--- config.mk ---
export PLATFORM = sky130hd
export DESIGN_NAME = rcp_queue
export DESIGN_NICKNAME = d
export VERILOG_FILES = /design/src/sv/rcp_ram.sv /design/src/sv/rcp_queue.sv
export SDC_FILE = /design/constraint.sdc
export NUM_CORES = 1
export LEC_CHECK = 0
export ABC_AREA = 1
export BUFFER_PORTS_ARGS = -buffer_cell sky130_fd_sc_hd__buf_2
export CORE_MARGIN = 1
export CORE_UTILIZATION = 35
export DETAILED_ROUTE_END_ITERATION = 8
export HOLD_SLACK_MARGIN = 0.05
export RECOVER_POWER = 50
export SYNTH_ARGS = -nofsm -noshare
export SYNTH_HDL_FRONTEND = slang
export SYNTH_SLANG_ARGS = --single-unit
export TNS_END_PERCENT = 50
--- constraint.sdc ---
create_clock -name clock -period 1.4 [get_ports clock]
set_clock_uncertainty 0.05 [all_clocks]
set_input_delay 0.28 -clock clock [delete_from_list [all_inputs] [get_ports clock]]
set_output_delay 0.28 -clock clock [all_outputs]
set_load 0.01 [all_outputs]
--- src/sv/rcp_ram.sv ---
// Generic RAM: one write port, one registered read port.
module rcp_ram #(
   parameter int Width = 8,
   parameter int Depth = 2
) (
   input  logic                     clock,
   input  logic                     wr_en,
   input  logic [$clog2(Depth)-1:0] wr_addr,
   input  logic [Width-1:0]         wr_data,
   input  logic [$clog2(Depth)-1:0] rd_addr,
   output logic [Width-1:0]         rd_data
);

   logic [Width-1:0] mem_ff [Depth];

   // Write and registered read.
   always_ff @(posedge clock) begin
      if (wr_en) mem_ff[wr_addr] <= wr_data;
      rd_data <= mem_ff[rd_addr];
   end

endmodule

--- src/sv/rcp_queue.sv ---
// Short queue between front and back ends, built on the generic RAM.
module rcp_queue #(
   parameter int Width = 8,
   parameter int Depth = 2
) (
   input  logic             clock,
   input  logic             reset,
   input  logic             in_valid,
   output logic             in_ready,
   input  logic [Width-1:0] in_data,
   output logic             out_valid,
   input  logic             out_ready,
   output logic [Width-1:0] out_data
);

   localparam int AW = $clog2(Depth);

   logic [AW-1:0] wr_ff, wr_in, rd_ff, rd_in, rd_addr;
   logic [AW:0]   cnt_ff, cnt_in;
   logic          ov_ff, ov_in;
   logic          push, pop, fetch;
   logic [Width-1:0] ram_q, hold_ff, hold_in;
   logic          use_ram_ff;

   // The RAM count excludes the beat in the output register.
   assign in_ready = (cnt_ff < (AW+1)'(Depth));
   assign push = in_valid && in_ready;
   assign pop = out_valid && out_ready;
   assign fetch = (cnt_ff != '0) && (!ov_ff || pop);
   assign rd_addr = rd_ff;

   rcp_ram #(.Width(Width), .Depth(Depth)) u_ram (
      .clock(clock), .wr_en(push), .wr_addr(wr_ff), .wr_data(in_data),
      .rd_addr(rd_addr), .rd_data(ram_q)
   );

   always_comb begin
      wr_in = push ? ((wr_ff == AW'(Depth-1)) ? '0 : wr_ff + 1'b1) : wr_ff;
      rd_in = fetch ? ((rd_ff == AW'(Depth-1)) ? '0 : rd_ff + 1'b1) : rd_ff;
      cnt_in = cnt_ff + (AW+1)'(push) - (AW+1)'(fetch);
      ov_in = fetch ? 1'b1 : (pop ? 1'b0 : ov_ff);
      hold_in = use_ram_ff ? ram_q : hold_ff;
   end

   always_ff @(posedge clock) begin
      if (reset) begin
         wr_ff <= '0;
         rd_ff <= '0;
         cnt_ff <= '0;
         ov_ff <= 1'b0;
         use_ram_ff <= 1'b0;
      end else begin
         wr_ff <= wr_in;
         rd_ff <= rd_in;
         cnt_ff <= cnt_in;
         ov_ff <= ov_in;
         use_ram_ff <= fetch;
      end
      hold_ff <= hold_in;
   end

   assign out_valid = ov_ff;
   assign out_data = use_ram_ff ? ram_q : hold_ff;

endmodule

==> impl_metrics.yaml <==
run_status:
  outcome: "finished, violations left"
  violated_checks: "negative setup slack"
place:
  gp_congestion: 0.669
  detailed_place_hpwl_um: 1300
  post_dp_cell_area_um2: 1460
  port-buffer-count: 21
synth:
  synth_cell_type_count: 17
  synth_enable_flop_cells: 16
  yosysWarnings: 0
  yosys-top-cells-area: "sky130_fd_sc_hd__edfxtp_1, sky130_fd_sc_hd__dfxtp_1, sky130_fd_sc_hd__nand2_1"
  yosys_register_bits: 38
  synthDominantAreaCellType: "sky130_fd_sc_hd__edfxtp_1"
  synth_cells: 102
  netlist_area_um2: 1270
  yosysTopAreaCellShare_pct: 37.9
  synth-async-reset-ratio_pct: 0
  netlist_top_cells_count: "sky130_fd_sc_hd__nand2_1, sky130_fd_sc_hd__dfxtp_1, sky130_fd_sc_hd__edfxtp_1, sky130_fd_sc_hd__mux2_2, sky130_fd_sc_hd__inv_1"
  synth_sequential_area_ratio_pct: 72.7
  postSynthAreaPerCell_um2: 12.4
  yosys_most_used_dff: "sky130_fd_sc_hd__dfxtp_1"
  synth.most_common_cell: "sky130_fd_sc_hd__nand2_1"
  postSynthNetCount: 115
sta:
  timing.hold.ws_ps: 82.4
  number_of_pins_with_negative_max_slew_slack_in_the_final_report: 0
  setup_viol: 9
  rsz0062_at_grt: "yes"
  worst_slew_margin_rel_pct: 75.3
  final.setup.worst_slack_ps: -143
  layout_worst_path_cycle_share_pct: 110
  fin_crit_ps: 1540
  fmax_ghz: 0.648
  tightestPinTransition_ps: 370
  totalNegativeSetupSlack_ps: -1120
  finalHoldViolations: 0
final_layout:
  final.fill_count: 309
  antennaDiodeCount: 0
  multi_input_comb_area_um2: 324
  final-seq-area_um2: 927
  area.growth.synth_to_final_pct: 28.0
  final_net_count: 150
  layout.cell_area.non_filler_um2: 1620
  layout-drive-gt1-share_pct: 33.3
worst_setup_path:
  crit_path_max_incr_delay_ps: 440
  crit_path_max_fanout: 8
  worst_r2r_path_depth: 9
  crit_type: "reg2out"
  critical-path-top-delay-family: "flip-flops"
  cp_num_cells: 2
  critical_path_arrival_ps: 1210
  r2r-start: "cnt_ff[1]$_SDFF_PP0_"
  standard_cell_with_the_maximum_stage_delay_on_the_critical_path: "sky130_fd_sc_hd__dfxtp_4"
  worstPathCellList: "mux2_4 > buf_6"
  worst_setup_path_end_kind: "primary output"
  timing.critical_path.from: "use_ram_ff$_SDFF_PP0_"
  ff2ff_setup_slack_ps: 0
  cp-endpoint: "out_data[6]"
  crit_path_start_kind: "register"
  worstPathBufferInverterCount: 1
  regToRegEndpoint: "cnt_ff[1]$_SDFF_PP0_"
  critPathRequiredTime_ps: 1070
detailed_routing:
  dr.first_iter.drc_count: 30
  final_antenna_net_count: 0
  detailroute.via_count: 773
  drt-total-wl_um: 1870
  detail_route.drc_violations: 0
  drt-wirelength-per-cell_um: 10.2
  detailedRoute.firstPassIterationCount: 4
  vias_per_cell: 4.20
global_routing:
  first_pass_grt_wire_length_um: 3220
  grt_start_max_net_pins: 12
  grt_use_total_pct: 11.2
  first_global_vias: 750
  antenna_found_initial: 0
  grt.overflow.total: 0
job:
  drv.max_cap_violation_count: 0
floorplan:
  row_count: 21
  die_h_um: 62.1
  fp.coreArea_um2: 3390
  horiz_die_dim_um: 62.1
  starting_density_of_the_core_pct: 37.4
  dieArea_um2: 3860
  num_io_pins: 22
clock_network:
  clock_sinks: 38
  clkTransAtPathRegs_ps: 100
  cts_htree_levels: 2
  cts-root-to-sink-buffers: 2
  cts_inserted_buffers: 5
  clock_tree.root_cell: "sky130_fd_sc_hd__clkbuf_4"
  tritoncts: "done"
  clkLatencyLatePin_ps: 330
pwr:
  max-vdd-ir-drop_mv: 0.571
  total_leakage_power_nw: 0.721
  power.total_mw: 3.64
  power_per_cell_area_nw_per_um2: 2250
min_path:
  timing.hold.worst.class: "in2reg"
  hold_depth: 1
==> worst min-delay path by stage <==
stage	end	from
CTS	u_ram.mem_ff[1][1]$_DFFE_PP_	in_data[1]
global placement	u_ram.rd_data[0]$_DFF_P_	u_ram.mem_ff[0][0]$_DFFE_PP_
floorplan	out_valid$_SDFFE_PP0P_	reset
detailed placement	u_ram.rd_data[6]$_DFF_P_	u_ram.mem_ff[0][6]$_DFFE_PP_
global route	u_ram.mem_ff[1][7]$_DFFE_PP_	in_data[7]
finish	u_ram.mem_ff[0][4]$_DFFE_PP_	in_data[4]
==> sequential cells by signal, indices dropped and copies added, names as in the netlist <==
signal         cells
use_ram_ff         1
out_valid          1
u_ram.rd_data      8
u_ram.mem_ff      16
cnt_ff             2
wr_ff              1
hold_ff            8
rd_addr            1
==> worst reg2reg max path, cell delays in order (launching register included) <==
cell and delay, ps:
sky130_fd_sc_hd__dfxtp_2 330, sky130_fd_sc_hd__inv_1 130, sky130_fd_sc_hd__nand2_2 60, sky130_fd_sc_hd__nand2_1 170, sky130_fd_sc_hd__xor2_1 190, sky130_fd_sc_hd__ha_1 160
sky130_fd_sc_hd__inv_1 40, sky130_fd_sc_hd__nand3_1 70, sky130_fd_sc_hd__nand2_1 50, sky130_fd_sc_hd__nor2_1 80
==> what timing repair did <==
item | 4_1_cts | 5_1_grt
endpoints found under the setup margin | 8 | 9
hold endpoints to repair | 0 | 1
gates resized for setup | 18 | 2
hold buffers | 0 | 1
setup buffers | 2 | 1
==> through the flow <==
stage / setup WS, ps / util [%] / cells
floorplan: 68.2 / - / 102
finish: -143 / 47.8 / 184
detailed placement: 34.6 / 43.0 / 172
CTS: -167 / 47.6 / 182
global placement: 57.6 / 43.0 / 172
global route: -205 / 47.8 / 184
==> per-layer routing <==
metal	vias up	track usage [%]	share of wire, %
li1	404	-	-
met1	346	11.3	41
met2	18	18.5	52
met3	5	5.51	5.8
met4	0	6.98	1.9
met5	-	0	0
==> layout make-up <==
cell class / instances / share of cell area (%)
flip-flops and latches: 38 / 57.2
multi-input cells: 53 / 20.0
repair buffers: 30 / 13.5
clock buffers: 8 / 3.63
well taps: 46 / 3.55
inverters: 9 / 2.08
==> layout by cell type, fill, tap and decap left out, types with 2 or more instances in the layout <==
cell type | netlist | layout
sky130_fd_sc_hd__nand2_1 | 27 | 28
sky130_fd_sc_hd__dfxtp_1 | 22 | 19
sky130_fd_sc_hd__edfxtp_1 | 16 | 16
sky130_fd_sc_hd__buf_2 | 2 | 11
sky130_fd_sc_hd__mux2_4 | 0 | 8
sky130_fd_sc_hd__inv_1 | 7 | 8
sky130_fd_sc_hd__buf_6 | 0 | 8
sky130_fd_sc_hd__buf_4 | 0 | 7
sky130_fd_sc_hd__nor2_1 | 5 | 5
sky130_fd_sc_hd__clkbuf_4 | 0 | 5
sky130_fd_sc_hd__a21oi_1 | 4 | 4
sky130_fd_sc_hd__clkbuf_1 | 0 | 4
sky130_fd_sc_hd__dfxtp_2 | 0 | 2
==> cells by family (layout without fill, tap and decap cells) <==
| kind of cell | after synthesis | after routing | share of synthesized area (%) |
|---|---|---|---|
| xor gates and xnor gates | 1 | 1 | 0.692 |
| DFF | 38 | 38 | 72.7 |
| muxes | 8 | 8 | 7.11 |
| adders and majority gates | 1 | 1 | 0.988 |
| buffers and inverters | 11 | 47 | 3.46 |
| AOI/OAI and AO/OA | 5 | 5 | 1.98 |
| and+or+nand+nor | 38 | 38 | 13.0 |
==> power by group <==
| group | switching, mW | internal (mW) | total, mW |
|---|---|---|---|
| logic | 0.600 | 0.770 | 1.37 |
| clock network | 0.309 | 0.248 | 0.557 |
| registers | 0.155 | 1.56 | 1.71 |
Power figures use the tool's default switching activity.
