<file path="src/sv/rcp_pkg.sv">
// Package: shared types, state codes and template table for the parser.
package rcp_pkg;

   localparam int ArgWidth = 42;
   localparam int QueueDepthDefault = 2;
   localparam int TmplLen = 16;

   typedef enum logic [3:0] {
      PH_NONE   = 4'd0,
      PH_PIPE   = 4'd1,
      PH_LEVEL  = 4'd2,
      PH_CMD    = 4'd3,
      PH_ARGS   = 4'd4,
      PH_CONT   = 4'd5,
      PH_DONE   = 4'd6,
      PH_BROKEN = 4'd7,
      PH_NEXT   = 4'd8
   } phase_type;

   localparam logic CMD_PARSE   = 1'b0;
   localparam logic CMD_RESTART = 1'b1;

   typedef struct packed {
      logic       command;
      logic [7:0] byte_in;
      logic       at_line_start;
      logic [3:0] restart_state;
   } req_type;

   // Result beat: one per request beat.
   typedef struct packed {
      logic [3:0]          parser_state;
      logic                command_found;
      logic [7:0]          command_level;
      logic [7:0]          command_letter;
      logic                arg_valid;
      logic [ArgWidth-1:0] arg_value;
      logic [1:0]          text_count;
      logic [7:0]          text_first;
      logic [7:0]          text_second;
   } rsp_type;

   // Classified beat handed from the front end to the back end.
   typedef struct packed {
      logic       restart;
      logic [3:0] restart_state;
      logic [7:0] byte_in;
      logic       col0;
      logic       is_digit10;
      logic [5:0] b36;
      logic       b36_ok;
      logic       is_eol;
      logic       is_cr;
      logic       is_lf;
   } item_type;

   // Template: length plus up to 16 element characters.
   typedef struct packed {
      logic       found;
      logic [4:0] len;
      logic [TmplLen-1:0][7:0] el;
   } tmpl_type;

   function automatic tmpl_type mk(input string s);
      tmpl_type t;
      t = '0;
      t.found = 1'b1;
      t.len = 5'(s.len());
      for (int i = 0; i < TmplLen; i++) begin
         if (i < s.len()) t.el[i] = s[i];
      end
      return t;
   endfunction

   function automatic tmpl_type find_template(input logic [7:0] lvl, input logic [7:0] c);
      tmpl_type t;
      t = '0;
      if (lvl == 8'd0) begin
         case (c)
            "*", "e", "E", "H", ">", "#": t = mk("");
            "c", "W": t = mk("2");
            "m", "g", "a", "X", "S": t = mk("22");
            "F", "C": t = mk("222");
            "=": t = mk("242");
            "v", "Y", "L", "R", "B", "o": t = mk("2222");
            "A", "I": t = mk("22222");
            "i", "V", "O": t = mk("222222");
            "w": t = mk("222211");
            "s", "Z": t = mk("222222222");
            "Q": t = mk("2222222222222222");
            "T": t = mk("T");
            "@": t = mk("22T");
            "P", "p", "l": t = mk("2*22");
            default: t = '0;
         endcase
      end else if (lvl == 8'd1) begin
         case (c)
            "K", "E": t = mk("");
            "t", "W": t = mk("1T");
            "R": t = mk("8T");
            8'h1b: t = mk("13T");
            "F": t = mk("24t1");
            "D": t = mk("32T");
            "P": t = mk("2221");
            "T": t = mk("22222");
            "C": t = mk("22221");
            "G": t = mk("222222");
            "I": t = mk("22212T");
            "M": t = mk("22222115T");
            "U": t = mk("2222211t3");
            "B": t = mk("222422222222226");
            default: t = '0;
         endcase
      end else if (lvl == 8'd9 && c == 8'h1b) begin
         t = mk("1124T");
      end
      return t;
   endfunction

endpackage

</file>
<file path="src/sv/rcp_front.sv">
// Front end: accepts request beats and classifies the byte.
module rcp_front (
   input  logic              clock,
   input  logic              reset,
   input  logic              req_valid,
   output logic              req_ready,
   input  rcp_pkg::req_type  req_data,
   output logic              item_valid,
   input  logic              item_ready,
   output rcp_pkg::item_type item_data
);

   logic              valid_ff, valid_in;
   rcp_pkg::item_type item_ff, item_in;
   logic [7:0]        c;

   assign c = req_data.byte_in;
   assign req_ready = !valid_ff || item_ready;

   // Character classification.
   always_comb begin
      item_in = '0;
      item_in.restart = (req_data.command == rcp_pkg::CMD_RESTART);
      item_in.restart_state = req_data.restart_state;
      item_in.byte_in = c;
      item_in.col0 = req_data.at_line_start;
      item_in.is_digit10 = (c >= "0" && c <= "9");
      item_in.is_cr = (c == 8'h0d);
      item_in.is_lf = (c == 8'h0a);
      item_in.is_eol = item_in.is_cr || item_in.is_lf;
      if (c >= "0" && c <= "9") begin
         item_in.b36 = 6'(c - "0");
         item_in.b36_ok = 1'b1;
      end else if (c >= "A" && c <= "Z") begin
         item_in.b36 = 6'(c - "A" + 8'd10);
         item_in.b36_ok = 1'b1;
      end else if (c >= "a" && c <= "z") begin
         item_in.b36 = 6'(c - "a" + 8'd10);
         item_in.b36_ok = 1'b1;
      end
   end

   always_comb begin
      valid_in = valid_ff;
      if (req_ready) valid_in = req_valid;
   end

   always_ff @(posedge clock) begin
      if (reset) valid_ff <= 1'b0;
      else valid_ff <= valid_in;
      if (req_valid && req_ready) item_ff <= item_in;
   end

   assign item_valid = valid_ff;
   assign item_data = item_ff;

endmodule

</file>
<file path="config.mk">
export PLATFORM = sky130hd
export DESIGN_NAME = rcp_front
export DESIGN_NICKNAME = d
export VERILOG_FILES = /design/src/sv/rcp_pkg.sv /design/src/sv/rcp_front.sv
export SDC_FILE = /design/constraint.sdc
export NUM_CORES = 1
export LEC_CHECK = 0
export BUFFER_PORTS_ARGS = -buffer_cell sky130_fd_sc_hd__clkbuf_2
export CORE_MARGIN = 2
export CORE_UTILIZATION = 44
export DETAILED_ROUTE_END_ITERATION = 7
export PLACE_DENSITY = 0.75
export SETUP_SLACK_MARGIN = 0.2
export SYNTH_ARGS = -nofsm -noshare
export SYNTH_HDL_FRONTEND = slang
export SYNTH_SLANG_ARGS = --single-unit
</file>
<file path="constraint.sdc">
create_clock -name clock -period 1.87 [get_ports clock]
set_clock_uncertainty 0.05 [all_clocks]
set_input_delay 0.0935 -clock clock [delete_from_list [all_inputs] [get_ports clock]]
set_output_delay 0.0935 -clock clock [all_outputs]
set_load 0.02 [all_outputs]
</file>
==> results.cfg <==
[setup_path]
cp_data_required_time_ps = 1910
max_stage_delay_ps = 500
startpoint = req_data[6]
path_max_fanout = 3
slowest_stage = or4b_4
critical_path_arrival_ps = 1660
r2r_end = item_data[2]$_DFFE_PP_
reg2reg_depth = 2
regToRegStartpoint = item_valid$_SDFFE_PP0N_
endpoint = item_data[9]$_DFFE_PP_
worstPathCellList = clkbuf_2, inv_1, ha_1, or4b_4, a31oi_1, or2_2, nor3_1, a221o_1
regToRegSetupSlack_ps = 510
path_class = in -> reg
cp-end-kind = register
crit_path_start_kind = input port

[floorplan]
ios = 45
fp.dieH_um = 57.8
die_area_um2 = 3340
fp.dieW_um = 57.8
rows = 19
core_region_area_um2 = 2760
initial_utilization_pct = 46.1

[placed_design]
placed_area_um2 = 1590
portBuffers = 44
globalplace.congestion = 0.962
dp_hpwl_um = 2070
pre_cts_slack_ps = -85.0

[final_layout]
num-nets-final = 189
drive_above_1_share_pct = 41.9
design_area_um2 = 1740
syn2layout_area_growth_pct = 36.9
nFillCells = 217
antenna_cells = 0

[timing]
report.final.slew_viol_count = 0
holdWs_ps = 37.0
fin_setup_tns_ps = 0
layout_setup_ws_ps = 243
tightest_slew_ps = 544
period_needed_ps = 1630
finalHoldViolCount = 0
relSlewSlack_pct = 63.7
max_freq_mhz = 614
timing.final.crit_share_pct = 87.0
rsz0062_at_grt = true
report.final.setup_viol = 0

[power_and_ir_drop]
pwr_density_cell_nw_per_um2 = 696
swShare_pct = 25.6
p_seq_share_pct = 57.0
p_int_mw = 0.902
fin_total_pwr_mw = 1.21
power_frac_clock_pct = 22.8
comb_power_share_pct = 20.2
power.switching_mw = 0.311
p_leak_nw = 0.802
max-vdd-ir-drop_mv = 0.610

[synthesis]
netlist.top_cell.by_area = edfxtp_1
synth-warning-count = 0
synthDominantCellAreaShare_pct = 59.0
synth_area_leaders = edfxtp_1 (59%), ha_1 (9.8%), inv_1 (2.1%)
syn_area_per_cell_um2 = 13.5
syn_nets = 122
synth_seq_cells = 26
synthDistinctLibCells = 33
syn_inst = 94
synth_seq_area_share_pct = 60.6
syn_area_um2 = 1270

[clock_network]
htree_levels = 1
clock_latency_ps = 310
cts_buffers = 3
cts.clk_slew.worst_paths_ps = 130
clockBufferDepth = 2
cts_tree = done
cts.sinks = 26
cts_root_buffer = clkbuf_4

[route]
avgRoutedWirePerCell_um = 14.1
drt-total-wl_um = 2700
vias = 978
drc = 0
vias_per_cell = 5.12
drt_iter0_markers = 20
ant_nets = 0
firstDrtPassIters = 4

[flow_run]
cap_violations = 0

[global_route]
antenna_found_initial = 0
track_usage_pct = 17.5
grt_pass1_vias = 1003
gr-total-overflow = 0
grt_pass1_wl_um = 4400
grt_max_degree = 26

[worst_hold_path]
hold_class = in -> reg
min_from = req_data[10]

[outcome]
outcome = finished, final reports clean
-- cell families (layout without fill, tap and decap cells) --
group	Yosys count	in the layout	share of synthesized area, %
compound gates	20	20	11.7
xor+xnor	2	2	1.38
fa+ha+maj	10	10	9.83
buf+inv	9	75	3.34
flops	26	26	60.6
mux	2	2	1.57
simple gates	25	25	11.6
-- power by group through the flow --
stage	logic [mW]	registers, mW	clock network (mW)
after floorplan	0.0811	0.754	0
after global placement	0.222	0.704	0
after detailed placement	0.226	0.706	0
after CTS	0.245	0.692	0.274
after global routing	0.267	0.696	0.295
final	0.245	0.691	0.276
-- critical path: cells and delay by family --
kind / cells / cell delay (ps)
AO/OA/AOI/OAI: 2 / 500
adder cells (fa/ha/maj): 1 / 210
buffers and inverters: 2 / 140
AND/OR/NAND/NOR: 3 / 710
-- state kept, by name, indices dropped and copies added (netlist names) --
name        count
item_valid      1
item_data      25
-- worst min-delay path by stage --
stage | end | slack [ps] | cells after the start
global placement | item_valid$_SDFFE_PP0N_ | 200 | 2
detailed placement | item_valid$_SDFFE_PP0N_ | 210 | 2
global route | item_data[17]$_DFFE_PP_ | 50 | 2
CTS | item_data[15]$_DFFE_PP_ | 40 | 1
finish | item_data[17]$_DFFE_PP_ | 40 | 2
floorplan | item_valid$_SDFFE_PP0N_ | 110 | 1
-- final cells by class --
cell class	instances	area [µm²]	area share (%)
Tap cell	31	38.8	2.23
Sequential cell	26	771	44.3
Timing Repair Buffer	64	398	22.8
Clock buffer	4	36.3	2.08
Multi-Input combinational cell	59	468	26.9
Inverter	7	30.0	1.72
-- cell usage in the layout, fill, tap and decap left out, drive strengths merged, types with 2 or more instances in the layout --
| master | n |
|---|---|
| ha | 10 |
| a21oi | 4 |
| nor3 | 3 |
| nor2 | 4 |
| mux2i | 2 |
| a221oi | 2 |
| xnor2 | 2 |
| and3 | 3 |
| or2 | 2 |
| nand2 | 5 |
| o21ai | 3 |
| edfxtp | 25 |
| inv | 6 |
| nand2b | 2 |
| and2b | 2 |
| buf | 9 |
| dlygate4sd3 | 11 |
| a31oi | 2 |
| clkbuf | 48 |
-- Yosys cell counts, drive strengths merged --
cell type and number:
and2 1, inv 7, o211a 1, and3 3
nand2 5, dfxtp 1, a31oi 2, or4b 1
o31ai 1, nand2b 2, a221oi 2, o21ai 3
nor2 4, buf 2, a221o 1, nand3 1
xnor2 2, a21oi 4, edfxtp 25, nand4bb 1
o32a 1, a22o 1, and2b 2, nor3 3
a21boi 1, mux2i 2, o32ai 1, a311o 1
ha 10, or2 2, a21o 1
-- timing repair --
action | CTS | global route
hold buffers | 11 | 0
buffers inserted | 0 | 0
resized for setup | 0 | 1
hold endpoints to repair | 10 | 0
endpoints found under the setup margin | 0 | 2
-- layer usage --
layer / wire (µm) / part of all wire [%] / GRT usage [%]
met1: 1120 / 41 / 21.3
met2: 1360 / 50 / 31.5
met3: 159 / 5.9 / 1.56
met4: 68 / 2.5 / 7.31
met5: 0 / 0 / 0
-- per-stage QoR --
stage          util [%]  instances
6_report           63.2        191
3_5_place_dp       57.6        176
3_3_place_gp       57.6        176
2_1_floorplan         -         94
5_1_grt            63.2        191
4_1_cts            62.9        191
Power figures use the tool's default switching activity.
